--- config.mk ---
export PLATFORM = sky130hd
export DESIGN_NAME = imu_startup_offset_calibrator_core
export DESIGN_NICKNAME = d
export VERILOG_FILES = /design/src/rtl/core/imucal_pkg.sv /design/src/rtl/core/imu_startup_offset_calibrator_core.sv /design/src/rtl/core/imucal_accum.sv /design/src/rtl/core/imucal_sdiv.sv /design/src/rtl/core/imucal_gsqrt.sv
export SDC_FILE = /design/constraint.sdc
export NUM_CORES = 2
export LEC_CHECK = 0
export ABC_CLOCK_PERIOD_IN_PS = 11510
export BUFFER_PORTS_ARGS = -buffer_cell sky130_fd_sc_hd__buf_4
export CORE_MARGIN = 4
export CORE_UTILIZATION = 49
export CTS_BUF_LIST = sky130_fd_sc_hd__clkbuf_4 sky130_fd_sc_hd__clkbuf_8
export CTS_CLUSTER_DIAMETER = 100
export CTS_CLUSTER_SIZE = 24
export DETAILED_ROUTE_END_ITERATION = 6
export GPL_ROUTABILITY_DRIVEN = 0
export GPL_TIMING_DRIVEN = 1
export PLACE_DENSITY = 0.67
export SLEW_MARGIN = 5
export SYNTH_ARGS = -nofsm -noshare
export SYNTH_HDL_FRONTEND = slang
export SYNTH_SLANG_ARGS = --single-unit
export TNS_END_PERCENT = 100
--- constraint.sdc ---
create_clock -name clk -period 11.51 [get_ports clk]
set_clock_uncertainty 0.15 [all_clocks]
set_input_delay 0.5755 -clock clk [delete_from_list [all_inputs] [get_ports clk]]
set_output_delay 0.5755 -clock clk [all_outputs]
set_load 0.02 [all_outputs]
--- src/rtl/core/imucal_pkg.sv ---
// imucal_pkg: shared types and constants of the IMU startup offset calibrator.
// Used by every module under rtl/core; depends on nothing.
package imucal_pkg;

    localparam int SAMPLE_W   = 16;
    localparam int SUM_W      = 24;
    localparam int LANES      = 8;
    localparam int AXES       = 6;
    localparam int LANE_W     = 3;
    localparam int SQ_W       = 32;
    localparam int ROOT_STEPS = 16;

    localparam logic [SQ_W-1:0] ROOT_FIRST_BIT = 32'h4000_0000;

    localparam logic [LANE_W-1:0] LANE_GYRO_X  = 3'd0;
    localparam logic [LANE_W-1:0] LANE_ACCEL_X = 3'd3;
    localparam logic [LANE_W-1:0] LANE_ACCEL_Y = 3'd4;
    localparam logic [LANE_W-1:0] LANE_ACCEL_Z = 3'd5;
    localparam logic [LANE_W-1:0] LANE_TILT_X  = 3'd6;
    localparam logic [LANE_W-1:0] LANE_TILT_Y  = 3'd7;

    typedef struct packed {
        logic signed [SAMPLE_W-1:0] gyro_x;
        logic signed [SAMPLE_W-1:0] gyro_y;
        logic signed [SAMPLE_W-1:0] gyro_z;
        logic signed [SAMPLE_W-1:0] accel_x;
        logic signed [SAMPLE_W-1:0] accel_y;
        logic signed [SAMPLE_W-1:0] accel_z;
        logic signed [SAMPLE_W-1:0] tilt_x;
        logic signed [SAMPLE_W-1:0] tilt_y;
    } imucal_in_t;

    typedef struct packed {
        logic signed [SAMPLE_W-1:0] gyro_bias_x;
        logic signed [SAMPLE_W-1:0] gyro_bias_y;
        logic signed [SAMPLE_W-1:0] gyro_bias_z;
        logic signed [SAMPLE_W-1:0] accel_bias_x;
        logic signed [SAMPLE_W-1:0] accel_bias_y;
        logic signed [SAMPLE_W-1:0] accel_bias_z;
        logic        [SAMPLE_W-1:0] gravity_norm;
        logic signed [SAMPLE_W-1:0] tilt_bias_x;
        logic signed [SAMPLE_W-1:0] tilt_bias_y;
        logic                       rate_done;
        logic                       all_done;
    } imucal_out_t;

    typedef logic [LANES-1:0][SUM_W-1:0]    sum_vec_t;
    typedef logic [LANES-1:0][SAMPLE_W-1:0] lane_vec_t;
    typedef logic [2:0][SAMPLE_W-1:0]       accel_vec_t;

    typedef struct packed {
        logic             start;
        logic [LANES-1:0] lane_en;
    } imucal_acc_ctrl_t;

    typedef struct packed {
        logic add_rate;
        logic add_tilt;
        logic rate_ends;
        logic angle_ends;
    } imucal_job_t;

    typedef enum logic [2:0] {
        ST_IDLE,
        ST_ACCUM,
        ST_DIV_START,
        ST_DIV_WAIT,
        ST_SQRT_START,
        ST_SQRT_WAIT,
        ST_PUSH
    } imucal_state_t;

    typedef enum logic [1:0] {
        SQ_IDLE,
        SQ_MUL,
        SQ_ROOT
    } imucal_sq_state_t;

endpackage

--- src/rtl/core/imu_startup_offset_calibrator_core.sv ---
// IMU startup offset calibrator, top level. One request in flight at a time.
// Ordinary request: accept, one bit-serial pass over the 24-bit sums, then push of the
// result; the next request is taken only after that push. The tick that ends phase
// one adds six serial divides, then the gravity unit (48 square steps, 16 root
// steps); the tick that ends phase two adds two serial divides.
// Reset (rst_n low, asynchronous) reloads the countdowns, clears sums, means and flags.
module imu_startup_offset_calibrator_core
    import imucal_pkg::*;
#(
    parameter int SAMPLE_COUNT     = 100,
    parameter int ANGLE_LEAD_TICKS = 400
)
(
    input  logic        clk,
    input  logic        rst_n,
    input  logic        sample_valid,
    output logic        sample_stall,
    input  imucal_in_t  sample,
    output logic        result_valid,
    input  logic        result_stall,
    output imucal_out_t result
);

    localparam int RATE_W  = $clog2(SAMPLE_COUNT + 1);
    localparam int ANGLE_W = $clog2(ANGLE_LEAD_TICKS + 1);
    localparam int CMP_W   = (RATE_W > ANGLE_W) ? RATE_W : ANGLE_W;
    localparam logic [CMP_W-1:0]   SAMPLE_CMP  = CMP_W'(SAMPLE_COUNT);
    localparam logic [RATE_W-1:0]  RATE_INIT   = RATE_W'(SAMPLE_COUNT);
    localparam logic [ANGLE_W-1:0] ANGLE_INIT  = ANGLE_W'(ANGLE_LEAD_TICKS);

    imucal_state_t       state_reg;
    imucal_state_t       state_next;
    logic [RATE_W-1:0]   rate_cnt_reg;
    logic [ANGLE_W-1:0]  angle_cnt_reg;
    logic [RATE_W-1:0]   rate_dec;
    logic [ANGLE_W-1:0]  angle_dec;
    logic                rate_fin_reg;
    logic                angle_fin_reg;
    logic                phase2;
    imucal_job_t         job;
    imucal_job_t         job_reg;
    logic [LANE_W-1:0]   lane_reg;
    logic [LANES-1:0][SAMPLE_W-1:0] mean_reg;
    logic [SAMPLE_W-1:0] gravity_reg;
    imucal_out_t         result_reg;
    logic                result_valid_reg;
    logic                accept;
    logic                push;

    imucal_acc_ctrl_t    acc_ctrl;
    logic                acc_busy;
    sum_vec_t            sums;
    logic                div_start;
    logic                div_busy;
    logic                div_done;
    logic [SAMPLE_W-1:0] div_quot;
    logic                sq_start;
    logic                sq_busy;
    logic                sq_done;
    logic [SAMPLE_W-1:0] sq_root;
    accel_vec_t          accel_means;

    assign accept = sample_valid && !sample_stall;

    // Decide what this request contributes before it enters the serial adders.
    always_comb
    begin
        rate_dec = rate_cnt_reg;
        if (!rate_fin_reg && rate_cnt_reg != '0)
        begin
            rate_dec = rate_cnt_reg - 1'b1;
        end
        job.add_rate  = !rate_fin_reg;
        job.rate_ends = !rate_fin_reg && (rate_dec == '0);
        phase2        = (rate_fin_reg || job.rate_ends) && !angle_fin_reg;
        angle_dec     = angle_cnt_reg;
        if (phase2 && angle_cnt_reg != '0)
        begin
            angle_dec = angle_cnt_reg - 1'b1;
        end
        // Tilt sums only cover the last SAMPLE_COUNT ticks of the countdown.
        job.add_tilt   = phase2 && (CMP_W'(angle_dec) < SAMPLE_CMP);
        job.angle_ends = job.add_tilt && (angle_dec == '0);
    end

    // Sequencer: next state.
    always_comb
    begin
        state_next = state_reg;
        unique case (state_reg)
            ST_IDLE:
            begin
                if (accept)
                begin
                    state_next = ST_ACCUM;
                end
            end
            ST_ACCUM:
            begin
                if (!acc_busy)
                begin
                    if (job_reg.rate_ends || job_reg.angle_ends)
                    begin
                        state_next = ST_DIV_START;
                    end
                    else
                    begin
                        state_next = ST_PUSH;
                    end
                end
            end
            ST_DIV_START: state_next = ST_DIV_WAIT;
            ST_DIV_WAIT:
            begin
                if (div_done)
                begin
                    if (lane_reg == LANE_ACCEL_Z)
                    begin
                        state_next = ST_SQRT_START;
                    end
                    else if (lane_reg == LANE_TILT_Y)
                    begin
                        state_next = ST_PUSH;
                    end
                    else
                    begin
                        state_next = ST_DIV_START;
                    end
                end
            end
            ST_SQRT_START: state_next = ST_SQRT_WAIT;
            ST_SQRT_WAIT:
            begin
                if (sq_done)
                begin
                    state_next = job_reg.angle_ends ? ST_DIV_START : ST_PUSH;
                end
            end
            ST_PUSH:
            begin
                if (!result_valid_reg || !result_stall)
                begin
                    state_next = ST_IDLE;
                end
            end
            default: state_next = ST_IDLE;
        endcase
    end

    // Sequencer: outputs.
    always_comb
    begin
        sample_stall     = (state_reg != ST_IDLE);
        acc_ctrl.start   = (state_reg == ST_IDLE) && sample_valid;
        acc_ctrl.lane_en = {{(LANES - AXES){job.add_tilt}}, {AXES{job.add_rate}}};
        div_start        = (state_reg == ST_DIV_START);
        sq_start         = (state_reg == ST_SQRT_START);
        push             = (state_reg == ST_PUSH) && (!result_valid_reg || !result_stall);
    end

    always_ff @(posedge clk or negedge rst_n)
    begin
        if (!rst_n)
        begin
            state_reg        <= ST_IDLE;
            rate_cnt_reg     <= RATE_INIT;
            angle_cnt_reg    <= ANGLE_INIT;
            rate_fin_reg     <= 1'b0;
            angle_fin_reg    <= 1'b0;
            job_reg          <= '0;
            lane_reg         <= LANE_GYRO_X;
            mean_reg         <= '0;
            gravity_reg      <= '0;
            result_valid_reg <= 1'b0;
        end
        else
        begin
            state_reg <= state_next;
            // Advance the countdowns and latch the done flags at accept.
            if (accept)
            begin
                rate_cnt_reg  <= rate_dec;
                angle_cnt_reg <= angle_dec;
                rate_fin_reg  <= rate_fin_reg | job.rate_ends;
                angle_fin_reg <= angle_fin_reg | job.angle_ends;
                job_reg       <= job;
            end
            if (state_reg == ST_ACCUM && !acc_busy)
            begin
                lane_reg <= job_reg.rate_ends ? LANE_GYRO_X : LANE_TILT_X;
            end
            else if (state_reg == ST_DIV_WAIT && div_done)
            begin
                mean_reg[lane_reg] <= div_quot;
                lane_reg           <= lane_reg + 1'b1;
            end
            else if (state_reg == ST_SQRT_WAIT && sq_done)
            begin
                gravity_reg <= sq_root;
                lane_reg    <= LANE_TILT_X;
            end
            // Hold the result until taken; drop valid once it leaves.
            if (push)
            begin
                result_valid_reg <= 1'b1;
            end
            else if (result_valid_reg && !result_stall)
            begin
                result_valid_reg <= 1'b0;
            end
        end
    end

    always_ff @(posedge clk)
    begin
        if (push)
        begin
            result_reg.gyro_bias_x  <= mean_reg[0];
            result_reg.gyro_bias_y  <= mean_reg[1];
            result_reg.gyro_bias_z  <= mean_reg[2];
            result_reg.accel_bias_x <= mean_reg[LANE_ACCEL_X];
            result_reg.accel_bias_y <= mean_reg[LANE_ACCEL_Y];
            result_reg.accel_bias_z <= mean_reg[LANE_ACCEL_Z];
            result_reg.gravity_norm <= gravity_reg;
            result_reg.tilt_bias_x  <= mean_reg[LANE_TILT_X];
            result_reg.tilt_bias_y  <= mean_reg[LANE_TILT_Y];
            result_reg.rate_done    <= rate_fin_reg;
            result_reg.all_done     <= angle_fin_reg;
        end
    end

    assign result       = result_reg;
    assign result_valid = result_valid_reg;

    assign accel_means[0] = mean_reg[LANE_ACCEL_X];
    assign accel_means[1] = mean_reg[LANE_ACCEL_Y];
    assign accel_means[2] = mean_reg[LANE_ACCEL_Z];

    imucal_accum u_accum (
        .clk     (clk),
        .rst_n   (rst_n),
        .ctrl    (acc_ctrl),
        .samples (sample),
        .busy    (acc_busy),
        .sums    (sums)
    );

    imucal_sdiv #(
        .DIVISOR (SAMPLE_COUNT)
    ) u_sdiv (
        .clk      (clk),
        .rst_n    (rst_n),
        .start    (div_start),
        .dividend (sums[lane_reg]),
        .busy     (div_busy),
        .done     (div_done),
        .quotient (div_quot)
    );

    imucal_gsqrt u_gsqrt (
        .clk   (clk),
        .rst_n (rst_n),
        .start (sq_start),
        .accel (accel_means),
        .busy  (sq_busy),
        .done  (sq_done),
        .root  (sq_root)
    );

    // Phase flags only ever set, and phase two never finishes before phase one.
    a_rate_sticky: assert property (@(posedge clk) disable iff (!rst_n)
        rate_fin_reg |=> rate_fin_reg)
        else $error("rate_done cleared after being set");

    a_phase_order: assert property (@(posedge clk) disable iff (!rst_n)
        angle_fin_reg |-> rate_fin_reg)
        else $error("angle phase finished before rate phase");

    a_div_idle_start: assert property (@(posedge clk) disable iff (!rst_n)
        div_start |-> !div_busy && !sq_busy)
        else $error("divider started while a serial unit is busy");

    a_acc_idle_start: assert property (@(posedge clk) disable iff (!rst_n)
        acc_ctrl.start |-> !acc_busy)
        else $error("accumulator restarted mid-pass");

endmodule

--- src/rtl/core/imucal_accum.sv ---
// imucal_accum: eight bit-serial running sums, one full adder per lane.
// Depends on imucal_pkg.
module imucal_accum
    import imucal_pkg::*;
(
    input  logic             clk,
    input  logic             rst_n,
    input  imucal_acc_ctrl_t ctrl,
    input  imucal_in_t       samples,
    output logic             busy,
    output sum_vec_t         sums
);

    localparam int CNT_W = $clog2(SUM_W);

    sum_vec_t         sum_reg;
    lane_vec_t        sh_reg;
    lane_vec_t        lane_in;
    logic [LANES-1:0] carry_reg;
    logic [LANES-1:0] en_reg;
    logic [CNT_W-1:0] cnt_reg;
    logic             busy_reg;
    logic [LANES-1:0] add_bit;
    logic [LANES-1:0] sum_bit;
    logic [LANES-1:0] carry_next;

    always_comb
    begin
        lane_in[0] = samples.gyro_x;
        lane_in[1] = samples.gyro_y;
        lane_in[2] = samples.gyro_z;
        lane_in[3] = samples.accel_x;
        lane_in[4] = samples.accel_y;
        lane_in[5] = samples.accel_z;
        lane_in[6] = samples.tilt_x;
        lane_in[7] = samples.tilt_y;
    end

    always_comb
    begin
        for (int i = 0; i < LANES; i++)
        begin
            add_bit[i]    = sh_reg[i][0] & en_reg[i];
            sum_bit[i]    = sum_reg[i][0] ^ add_bit[i] ^ carry_reg[i];
            carry_next[i] = (sum_reg[i][0] & add_bit[i]) | (sum_reg[i][0] & carry_reg[i])
                          | (add_bit[i] & carry_reg[i]);
        end
    end

    // Sums rotate one full turn per request, LSB first.
    always_ff @(posedge clk or negedge rst_n)
    begin
        if (!rst_n)
        begin
            sum_reg  <= '0;
            busy_reg <= 1'b0;
            cnt_reg  <= '0;
        end
        else if (ctrl.start)
        begin
            busy_reg <= 1'b1;
            cnt_reg  <= '0;
        end
        else if (busy_reg)
        begin
            for (int i = 0; i < LANES; i++)
            begin
                sum_reg[i] <= {sum_bit[i], sum_reg[i][SUM_W-1:1]};
            end
            cnt_reg <= cnt_reg + 1'b1;
            if (cnt_reg == CNT_W'(SUM_W - 1))
            begin
                busy_reg <= 1'b0;
            end
        end
    end

    // Sample shifters sign-extend by repeating the top bit.
    always_ff @(posedge clk)
    begin
        if (ctrl.start)
        begin
            sh_reg    <= lane_in;
            carry_reg <= '0;
            en_reg    <= ctrl.lane_en;
        end
        else if (busy_reg)
        begin
            for (int i = 0; i < LANES; i++)
            begin
                sh_reg[i] <= {sh_reg[i][SAMPLE_W-1], sh_reg[i][SAMPLE_W-1:1]};
            end
            carry_reg <= carry_next;
        end
    end

    assign busy = busy_reg;
    assign sums = sum_reg;

endmodule

--- src/rtl/core/imucal_sdiv.sv ---
// imucal_sdiv: serial restoring divide of a signed sum by a fixed count,
// one quotient bit per cycle, truncating toward zero. Depends on imucal_pkg.
module imucal_sdiv
    import imucal_pkg::*;
#(
    parameter int DIVISOR = 100
)
(
    input  logic                    clk,
    input  logic                    rst_n,
    input  logic                    start,
    input  logic [SUM_W-1:0]        dividend,
    output logic                    busy,
    output logic                    done,
    output logic [SAMPLE_W-1:0]     quotient
);

    localparam int CNT_W = $clog2(SUM_W);
    localparam int DIV_W = $clog2(DIVISOR + 1);
    localparam logic [DIV_W:0] DIVISOR_EXT = (DIV_W + 1)'(DIVISOR);

    logic             busy_reg;
    logic             done_reg;
    logic [CNT_W-1:0] cnt_reg;
    logic             neg_reg;
    logic [SUM_W-1:0] dvd_reg;
    logic [DIV_W-1:0] rem_reg;
    logic [DIV_W:0]   rem_shift;
    logic             fits;
    logic [DIV_W:0]   rem_sub;
    logic [SUM_W-1:0] mag;
    logic [SUM_W-1:0] q_signed;

    assign mag       = dividend[SUM_W-1] ? (~dividend + 1'b1) : dividend;
    assign rem_shift = {rem_reg, dvd_reg[SUM_W-1]};
    assign fits      = (rem_shift >= DIVISOR_EXT);
    assign rem_sub   = rem_shift - DIVISOR_EXT;

    always_ff @(posedge clk or negedge rst_n)
    begin
        if (!rst_n)
        begin
            busy_reg <= 1'b0;
            done_reg <= 1'b0;
            cnt_reg  <= '0;
        end
        else
        begin
            done_reg <= 1'b0;
            if (start)
            begin
                busy_reg <= 1'b1;
                cnt_reg  <= '0;
            end
            else if (busy_reg)
            begin
                cnt_reg <= cnt_reg + 1'b1;
                if (cnt_reg == CNT_W'(SUM_W - 1))
                begin
                    busy_reg <= 1'b0;
                    done_reg <= 1'b1;
                end
            end
        end
    end

    always_ff @(posedge clk)
    begin
        if (start)
        begin
            neg_reg <= dividend[SUM_W-1];
            dvd_reg <= mag;
            rem_reg <= '0;
        end
        else if (busy_reg)
        begin
            rem_reg <= fits ? rem_sub[DIV_W-1:0] : rem_shift[DIV_W-1:0];
            dvd_reg <= {dvd_reg[SUM_W-2:0], fits};
        end
    end

    assign q_signed = neg_reg ? (~dvd_reg + 1'b1) : dvd_reg;
    assign quotient = q_signed[SAMPLE_W-1:0];
    assign busy     = busy_reg;
    assign done     = done_reg;

endmodule

--- src/rtl/core/imucal_gsqrt.sv ---
// imucal_gsqrt: gravity magnitude from three accelerometer means: serial
// shift-add squares, then a bit-pair integer square root. Depends on imucal_pkg.
module imucal_gsqrt
    import imucal_pkg::*;
(
    input  logic                clk,
    input  logic                rst_n,
    input  logic                start,
    input  accel_vec_t          accel,
    output logic                busy,
    output logic                done,
    output logic [SAMPLE_W-1:0] root
);

    localparam int CNT_W = $clog2(ROOT_STEPS);

    imucal_sq_state_t    state_reg;
    imucal_sq_state_t    state_next;
    accel_vec_t          mean_reg;
    logic [1:0]          axis_reg;
    logic [SAMPLE_W-1:0] mplier_reg;
    logic [SQ_W-1:0]     mcand_reg;
    logic [SQ_W-1:0]     acc_reg;
    logic [SQ_W-1:0]     root_reg;
    logic [SQ_W-1:0]     bit_reg;
    logic [CNT_W-1:0]    cnt_reg;
    logic                done_reg;
    logic [SQ_W-1:0]     acc_add;
    logic [SAMPLE_W-1:0] next_mean;
    logic [SAMPLE_W-1:0] next_mag;
    logic [SAMPLE_W-1:0] first_mag;
    logic [SQ_W-1:0]     trial;
    logic                take;
    logic                last_step;

    assign first_mag = accel[0][SAMPLE_W-1] ? (~accel[0] + 1'b1) : accel[0];

    always_comb
    begin
        case (axis_reg)
            2'd0:    next_mean = mean_reg[1];
            default: next_mean = mean_reg[2];
        endcase
    end

    assign next_mag  = next_mean[SAMPLE_W-1] ? (~next_mean + 1'b1) : next_mean;
    assign acc_add   = acc_reg + (mplier_reg[0] ? mcand_reg : '0);
    assign trial     = root_reg + bit_reg;
    assign take      = (acc_reg >= trial);
    assign last_step = (cnt_reg == CNT_W'(ROOT_STEPS - 1));

    always_comb
    begin
        state_next = state_reg;
        unique case (state_reg)
            SQ_IDLE:
            begin
                if (start)
                begin
                    state_next = SQ_MUL;
                end
            end
            SQ_MUL:
            begin
                if (last_step && axis_reg == 2'd2)
                begin
                    state_next = SQ_ROOT;
                end
            end
            SQ_ROOT:
            begin
                if (last_step)
                begin
                    state_next = SQ_IDLE;
                end
            end
            default: state_next = SQ_IDLE;
        endcase
    end

    always_comb
    begin
        busy = (state_reg != SQ_IDLE);
    end

    always_ff @(posedge clk or negedge rst_n)
    begin
        if (!rst_n)
        begin
            state_reg <= SQ_IDLE;
            done_reg  <= 1'b0;
            cnt_reg   <= '0;
            axis_reg  <= '0;
        end
        else
        begin
            state_reg <= state_next;
            done_reg  <= (state_reg == SQ_ROOT) && last_step;
            if (state_reg == SQ_IDLE)
            begin
                cnt_reg  <= '0;
                axis_reg <= '0;
            end
            else
            begin
                cnt_reg <= cnt_reg + 1'b1;
                if (state_reg == SQ_MUL && last_step)
                begin
                    axis_reg <= axis_reg + 1'b1;
                end
            end
        end
    end

    // Squares accumulate into acc_reg, which then serves as the radicand.
    always_ff @(posedge clk)
    begin
        if (state_reg == SQ_IDLE && start)
        begin
            mean_reg   <= accel;
            mplier_reg <= first_mag;
            mcand_reg  <= SQ_W'(first_mag);
            acc_reg    <= '0;
        end
        else if (state_reg == SQ_MUL)
        begin
            acc_reg <= acc_add;
            if (last_step)
            begin
                mplier_reg <= next_mag;
                mcand_reg  <= SQ_W'(next_mag);
                root_reg   <= '0;
                bit_reg    <= ROOT_FIRST_BIT;
            end
            else
            begin
                mplier_reg <= {1'b0, mplier_reg[SAMPLE_W-1:1]};
                mcand_reg  <= {mcand_reg[SQ_W-2:0], 1'b0};
            end
        end
        else if (state_reg == SQ_ROOT)
        begin
            if (take)
            begin
                acc_reg  <= acc_reg - trial;
                root_reg <= {1'b0, root_reg[SQ_W-1:1]} + bit_reg;
            end
            else
            begin
                root_reg <= {1'b0, root_reg[SQ_W-1:1]};
            end
            bit_reg <= {2'b00, bit_reg[SQ_W-1:2]};
        end
    end

    assign done = done_reg;
    assign root = root_reg[SAMPLE_W-1:0];

endmodule

# ---- After elaboration in Yosys (flattened, before gate mapping)
# Index checks and enable logic that the tools add are counted.
dict set report classes {
  n_addsub 16
  bitwise 74
  n_reduce_logical 50
  n_div 0
  n_mux 70
  eq_ne 23
  magnitude_cmp 5
  multipliers 0
  n_shift 0
}
# operator count
set ops {}
lappend ops {{32-bit 2-to-1 mux} 12}
lappend ops {{16-bit 2-to-1 mux} 10}
lappend ops {{128-bit bitwise mux} 1}
lappend ops {{128-bit 2-to-1 mux} 1}
lappend ops {{127-bit 2-to-1 mux} 1}
lappend ops {{24-bit 2-to-1 mux} 4}
lappend ops {{24-bit binary-select mux with 3-bit select} 1}
lappend ops {{32-bit adder} 2}
lappend ops {{16-bit by 1-bit adder with 16-bit output (second input constant)} 3}
lappend ops {{16-bit demux with 3-bit select} 1}
lappend ops {{16-bit NOT} 3}
lappend ops {{3-bit 2-to-1 mux} 13}
lappend ops {{31-bit by 32-bit adder with 32-bit output} 1}
lappend ops {{1-bit bitwise AND} 32}
lappend ops {{32-bit greater-or-equal comparator} 1}
lappend ops {{32-bit subtractor} 1}
lappend ops {{24-bit by 1-bit adder with 24-bit output (second input constant)} 1}
lappend ops {{24-bit NOT} 1}
lappend ops {{3-bit one-hot mux with 7 select lines} 1}
lappend ops {{5-bit 2-to-1 mux} 4}
lappend ops {{1-bit logical AND} 18}
lappend ops {{1-bit bitwise OR} 18}
lappend ops {{1-bit bitwise XOR} 16}
lappend ops {{3-bit == test (second input constant)} 5}
lappend ops {{other kinds (39)} 87}
dict set report word_totals {
  ram_bits 0
  output_inout_bits 148
  latch_bits 0
  regBits 882
  elab_cells 313
  input_bits 132
  rom_bits 0
  mem_count 0
}

# ---- Depth between registers and ports, before layout
dict set report logic_depth {
  depth_word 13
  ltp_mapped 23
}

# ---- Modules after synthesis
# Synthesis repeated with hierarchy kept, for this count alone.
dict set report unflattened {
  cells_unflattened 3349
  area_unflattened_um2 42934.9
}
# mod area_per_inst_um2 n_inst seq_area_each_um2 cells_per_inst
set modules_own_cells {}
lappend modules_own_cells {imucal_accum 14251.2 1 9198.8 778}
lappend modules_own_cells {imucal_gsqrt 13048.8 1 4549.4 1472}
lappend modules_own_cells {imu_startup_offset_calibrator_core 12926.1 1 8670.8 793}
lappend modules_own_cells {imucal_sdiv 2708.8 1 1066.0 306}

# ---- Worst setup path before layout
# OpenSTA, ideal clock, no wires.
dict set report synth_path {
  path_kind {register to register}
  startpoint {register state_reg[2]}
  endpoint {register result_reg, in the netlist result[0], enable pin}
  setup_slack_ps -834
  synth_period_minus_slack_ps 12344
  stages_incl_launch_ff 4
  arrival_ps 11334
  setup_ps 860
  path_cell_list {dfrtp_1 > clkbuf_1 > nand2_1 > nor3b_1}
}
dict set report synth_between {
  elab_chain_cells 2
}
# element line
set synth_rtl {}
lappend synth_rtl {{from (decl)} imu_startup_offset_calibrator_core.sv:31} ;# imucal_state_t state_reg;
lappend synth_rtl {{from (signal assigned)} imu_startup_offset_calibrator_core.sv:178} ;# state_reg <= state_next;
lappend synth_rtl {{3-bit == test} imu_startup_offset_calibrator_core.sv:158} ;# push = (state_reg == ST_PUSH) && (!result_valid_reg || !result_stall);
lappend synth_rtl {{1-bit logical AND} imu_startup_offset_calibrator_core.sv:158}
lappend synth_rtl {{via push} imu_startup_offset_calibrator_core.sv:48} ;# logic push;
lappend synth_rtl {{to (decl)} imu_startup_offset_calibrator_core.sv:45} ;# imucal_out_t result_reg;
# The timed path passes the listed nets, and every way through them passes these cells.
# A chain may end at the register's enable or synchronous reset.

# ---- Final worst setup path
dict set report layout_path {
  startpoint {register u_gsqrt.root_reg[2]}
  endpoint {register u_gsqrt.root_reg[25], data pin}
}
dict set report layout_between {
  elab_chain_cells 5
  word_cells_on_any_way 6
}
# element line
set layout_rtl {}
lappend layout_rtl {{from (decl)} imucal_gsqrt.sv:24} ;# logic [SQ_W-1:0] root_reg;
lappend layout_rtl {{from (signal assigned)} imucal_gsqrt.sv:146} ;# root_reg <= {1'b0, root_reg[SQ_W-1:1]} + bit_reg;
lappend layout_rtl {{from (signal assigned)} imucal_gsqrt.sv:150} ;# root_reg <= {1'b0, root_reg[SQ_W-1:1]};
lappend layout_rtl {{32-bit adder} imucal_gsqrt.sv:48} ;# assign trial = root_reg + bit_reg;
lappend layout_rtl {{32-bit greater-or-equal comparator} imucal_gsqrt.sv:49} ;# assign take = (acc_reg >= trial);
lappend layout_rtl {{32-bit 2-to-1 mux *} imucal_gsqrt.sv:143} ;# if (take)
lappend layout_rtl {{32-bit 2-to-1 mux *} imucal_gsqrt.sv:141} ;# else if (state_reg == SQ_ROOT)
lappend layout_rtl {{32-bit 2-to-1 mux *} imucal_gsqrt.sv:125} ;# else if (state_reg == SQ_MUL)
# Every way passes the cells marked *; elsewhere a longest branch is shown, timed or not. The select of a mux whose other input is x is not followed.

==> metrics.txt <==
# TYPE chip_impl_metric gauge
chip_impl_info{name="status",value="finished clean"} 1
chip_impl_metric{name="antenna_left",unit=""} 0
chip_impl_metric{name="port_buffers",unit=""} 279
chip_impl_metric{name="gate_count_after_technology_mapping",unit=""} 3544
chip_impl_info{name="top_usage_layer",value="met2"} 1
chip_impl_metric{name="vdd_ir_max",unit="mV"} 0.147
chip_impl_info{name="cp-start-kind",value="flip-flop"} 1
chip_impl_metric{name="final_hold_viols",unit=""} 0
chip_impl_metric{name="muxShareOfSynthArea",unit="%"} 10.8
chip_impl_metric{name="synth_simple_gate_area_share",unit="%"} 12.4
chip_impl_metric{name="cts_buffer_depth",unit=""} 3
chip_impl_metric{name="finalWorstPathRequiredPeriod",unit="ns"} 6.01
chip_impl_metric{name="max-slew-margin-rel",unit="%"} 7.70
chip_impl_metric{name="worstMarginPinSlew",unit="ns"} 1.37
chip_impl_metric{name="detailed_route_wire_length_per_cell",unit="um"} 19.6
chip_impl_info{name="worst_hold_startpoint",value="sample_valid"} 1
chip_impl_metric{name="die_y",unit="um"} 297
chip_impl_metric{name="postRouteWirelength",unit="mm"} 97.8
chip_impl_metric{name="synth-compound-area-share",unit="%"} 9.70
chip_impl_metric{name="dr_total_vias",unit=""} 28200
chip_impl_metric{name="synth-edff-count",unit=""} 413
chip_impl_info{name="tritoncts_clock_tree",value="built"} 1
chip_impl_metric{name="first_global_vias",unit=""} 27700
chip_impl_metric{name="final-instance-count-excl-fill",unit=""} 4982
chip_impl_metric{name="maxCapViolCount",unit=""} 0
chip_impl_metric{name="fin_nets",unit=""} 4132
chip_impl_metric{name="worstPathArrival",unit="ns"} 6.32
chip_impl_metric{name="leakage",unit="nW"} 19.5
chip_impl_metric{name="gr-total-overflow",unit=""} 0
chip_impl_metric{name="postLayoutSetupSlackWorst",unit="ns"} 5.50
chip_impl_metric{name="placementRows",unit=""} 105
chip_impl_metric{name="synth_fa_ha_area_share",unit="%"} 4.03
chip_impl_metric{name="htreeDepth",unit=""} 2
chip_impl_metric{name="grt_start_max_net_pins",unit=""} 166
chip_impl_metric{name="grt_pass1_wl",unit="mm"} 155
chip_impl_metric{name="placement.setup.worst_slack",unit="ns"} 5.59
chip_impl_metric{name="drive_above_1_share",unit="%"} 19.2
chip_impl_info{name="hold_class",value="input pin to flip-flop"} 1
chip_impl_metric{name="drt_iter0_drc",unit=""} 2022
chip_impl_metric{name="timing.setup.tns",unit="ns"} 0
chip_impl_metric{name="total_die_area",unit="um2"} 88400
chip_impl_metric{name="gr-usage-met2",unit="%"} 35.8
chip_impl_info{name="ys.flop_type",value="sky130_fd_sc_hd__edfxtp_1"} 1
chip_impl_metric{name="areaGrowthSynthToFinish",unit="%"} 13.2
chip_impl_metric{name="cts_resized",unit=""} 0
chip_impl_metric{name="final_max_tran_viols",unit=""} 0
chip_impl_metric{name="detailed_place_hpwl",unit="mm"} 65.4
chip_impl_metric{name="clock_sinks",unit=""} 861
chip_impl_metric{name="cts_hold_buf",unit=""} 130
chip_impl_metric{name="yosys_warnings",unit=""} 0
chip_impl_metric{name="synth.cell_area",unit="um2"} 41000
chip_impl_metric{name="finalPower",unit="W"} 0.0125
chip_impl_info{name="setup_repair_after_global_routing_missed_its_margin",value="false"} 1
chip_impl_metric{name="core",unit="um2"} 82500
chip_impl_metric{name="fmaxAchievable",unit="MHz"} 166
chip_impl_metric{name="route.detailed.drc",unit=""} 0
chip_impl_metric{name="vias_per_cell",unit=""} 5.66
chip_impl_metric{name="grt_util_all_layers",unit="%"} 21.5
chip_impl_metric{name="met3_usage",unit="%"} 2.60
chip_impl_metric{name="synth_xor_area_share",unit="%"} 4.06
chip_impl_metric{name="floorplan.die.width",unit="um"} 297
chip_impl_info{name="crit_start",value="u_gsqrt.root_reg[2]$_SDFFCE_PP0P_"} 1
chip_impl_metric{name="cts_post_setup_buffers_inserted",unit=""} 0
chip_impl_metric{name="share_of_synthesized_area_occupied_by_flip_flops_and_latches",unit="%"} 56.8
chip_impl_metric{name="crit_path_max_fanout",unit=""} 25
chip_impl_metric{name="grt_use_met1",unit="%"} 30.1
chip_impl_info{name="synth_top_family_by_area",value="simple AND/OR/NAND/NOR gates"} 1
chip_impl_metric{name="finalSetupViolations",unit=""} 0
chip_impl_metric{name="synthesized_area_per_cell",unit="um2"} 11.6
chip_impl_metric{name="critPathRequiredTime",unit="ns"} 11.82
chip_impl_metric{name="placed_cells",unit=""} 4770
chip_impl_metric{name="worstSkewPairLatency",unit="ns"} 0.72
chip_impl_metric{name="pwr_density_cell",unit="nW/um2"} 268
chip_impl_metric{name="clk_pin_slew",unit="ns"} 0.16
chip_impl_metric{name="synth_nets",unit=""} 3802
chip_impl_metric{name="seq_cells_post_synth",unit=""} 861
chip_impl_info{name="startpoint_of_the_worst_register_to_register_path",value="u_gsqrt.root_reg[2]$_SDFFCE_PP0P_"} 1
chip_impl_metric{name="length_of_the_first_detailed_routing_pass_in_iterations",unit=""} 5
chip_impl_metric{name="initial_utilization",unit="%"} 49.7
chip_impl_metric{name="timing.final.crit_share",unit="%"} 52.2
chip_impl_info{name="crit_type",value="flip-flop to flip-flop"} 1
chip_impl_info{name="timing.critical_path.to_type",value="flip-flop"} 1
chip_impl_metric{name="asyncSetResetFlopFracSynth",unit="%"} 44.7
chip_impl_metric{name="grt_antenna_before_repair",unit=""} 4
chip_impl_metric{name="ys_types",unit=""} 88
chip_impl_metric{name="inserted_clock_buffers",unit=""} 42
chip_impl_info{name="cts_root_buf",value="sky130_fd_sc_hd__clkbuf_8"} 1
chip_impl_metric{name="pin_count",unit=""} 280
chip_impl_metric{name="largest_register_ffs",unit=""} 192
[cells in the final DEF (no fill, tap or decap), types with 30 or more instances in the layout]
cell type,n
sky130_fd_sc_hd__ha_1,115
sky130_fd_sc_hd__and2_1,50
sky130_fd_sc_hd__edfxtp_1,413
sky130_fd_sc_hd__mux2i_1,54
sky130_fd_sc_hd__nand2_1,617
sky130_fd_sc_hd__dlygate4sd3_1,130
sky130_fd_sc_hd__mux2_2,249
sky130_fd_sc_hd__xnor2_1,87
sky130_fd_sc_hd__clkbuf_8,42
sky130_fd_sc_hd__buf_4,314
sky130_fd_sc_hd__dfrtp_1,376
sky130_fd_sc_hd__nor2b_1,34
sky130_fd_sc_hd__a31oi_1,38
sky130_fd_sc_hd__nand3_1,38
sky130_fd_sc_hd__o21ai_0,174
sky130_fd_sc_hd__nor2_1,233
sky130_fd_sc_hd__inv_1,55
sky130_fd_sc_hd__xor2_1,103
sky130_fd_sc_hd__nor3_1,43
sky130_fd_sc_hd__mux4_2,48
sky130_fd_sc_hd__and3_1,30
sky130_fd_sc_hd__a211oi_1,41
sky130_fd_sc_hd__a21oi_1,186
sky130_fd_sc_hd__dfxtp_1,63
[cell type report]
| class | instances | area, um2 |
|---|---|---|
| antenna | 5 | 12.5 |
| clock buffer | 70 | 788 |
| clock inverter | 7 | 108 |
| fill | 6879 | 36100 |
| inverter | 61 | 231 |
| multi-input combinational | 2461 | 16900 |
| sequential | 861 | 23300 |
| tap | 1070 | 1340 |
| timing repair buffer | 447 | 3710 |
[worst max-delay path: stages, from the launching register on]
cell	delay, ns
sky130_fd_sc_hd__edfxtp_1	0.49
sky130_fd_sc_hd__ha_1	0.38
sky130_fd_sc_hd__a31oi_1	0.26
sky130_fd_sc_hd__o21bai_1	0.15
sky130_fd_sc_hd__a31o_2	0.30
sky130_fd_sc_hd__a41oi_1	0.27
sky130_fd_sc_hd__a21oi_1	0.13
sky130_fd_sc_hd__nor2_1	0.17
sky130_fd_sc_hd__o21bai_1	0.18
sky130_fd_sc_hd__a21oi_1	0.21
sky130_fd_sc_hd__xor2_1	0.17
sky130_fd_sc_hd__ha_1	0.32
sky130_fd_sc_hd__a21oi_1	0.24
sky130_fd_sc_hd__o21ai_0	0.16
sky130_fd_sc_hd__nor3b_1	0.20
sky130_fd_sc_hd__a31oi_1	0.17
sky130_fd_sc_hd__a2111oi_2	0.61
sky130_fd_sc_hd__o21ai_2	0.37
sky130_fd_sc_hd__buf_4	0.34
sky130_fd_sc_hd__o21ai_0	0.12
sky130_fd_sc_hd__mux2_2	0.36
[final timing paths]
check | depth (start not counted) | slack [ns] | endpoint
worst max register to register | 20 | 5.50 | u_gsqrt.root_reg[25]$_SDFFCE_PP0P_
min in group asynchronous | 2 | 0.30 | angle_cnt_reg[6]$_DFFE_PN0P_
worst min register to register | 0 | 0.30 | result[109]$_DFFE_PP_
worst max-delay path | 20 | 5.50 | u_gsqrt.root_reg[25]$_SDFFCE_PP0P_
worst min-delay path | 2 | 0.22 | u_accum.sh_reg[47]$_DFFE_PP_
max in group asynchronous | 4 | 8.74 | mean_reg[43]$_DFFE_PN0P_
[power breakdown]
group	switching, W	internal [W]
Combinational	0.00342	0.00245
Clock	0.000953	0.000482
Sequential	0.000702	0.00445
Total	0.00507	0.00738
[per-stage QoR]
| stage | cell area [um2] | utilization (%) | hold WS, ns |
|---|---|---|---|
| final | 46400 | 56.3 | 0.215 |
| after global routing | 46400 | 56.3 | 0.145 |
| after CTS | 46400 | 56.3 | 0.124 |
| after detailed placement | 44200 | 53.6 | 0.279 |
| after global placement | 44200 | 53.6 | 0.275 |
| after floorplan | 41000 | - | 0.130 |
[cell usage after synthesis (all sizes together) (34+ instances only)]
cell	count	share of area, %
nand2	620	5.7
edfxtp	413	30
dfrtp	379	23
mux2	249	6.8
nor2	235	2.2
a21oi	187	2.3
o21ai	185	2.3
clkbuf	134	1.2
ha	116	3.5
xor2	103	2.2
xnor2	87	1.9
dfxtp	63	3.1
inv	58	0.53
mux2i	55	1.4
and2	52	0.79
mux4	48	2.6
nor3	47	0.61
a211oi	44	0.83
a31oi	38	0.58
nand3	38	0.46
nor2b	34	0.52
[metal layers]
metal	wire length, um	part of all wire (%)
met3	4500	4.6
met2	47100	48
met5	0	0
met4	2670	2.7
met1	43500	45
[logic make-up (layout without fill, tap and decap cells)]
group | count (synthesis) | in the layout
simple gates | 1158 | 1158
buf+inv | 222 | 585
other cells | 0 | 5
mux | 352 | 352
xor+xnor | 190 | 190
fa+ha+maj | 126 | 126
flops | 861 | 861
compound gates | 635 | 635
Power figures use the tool's default switching activity.
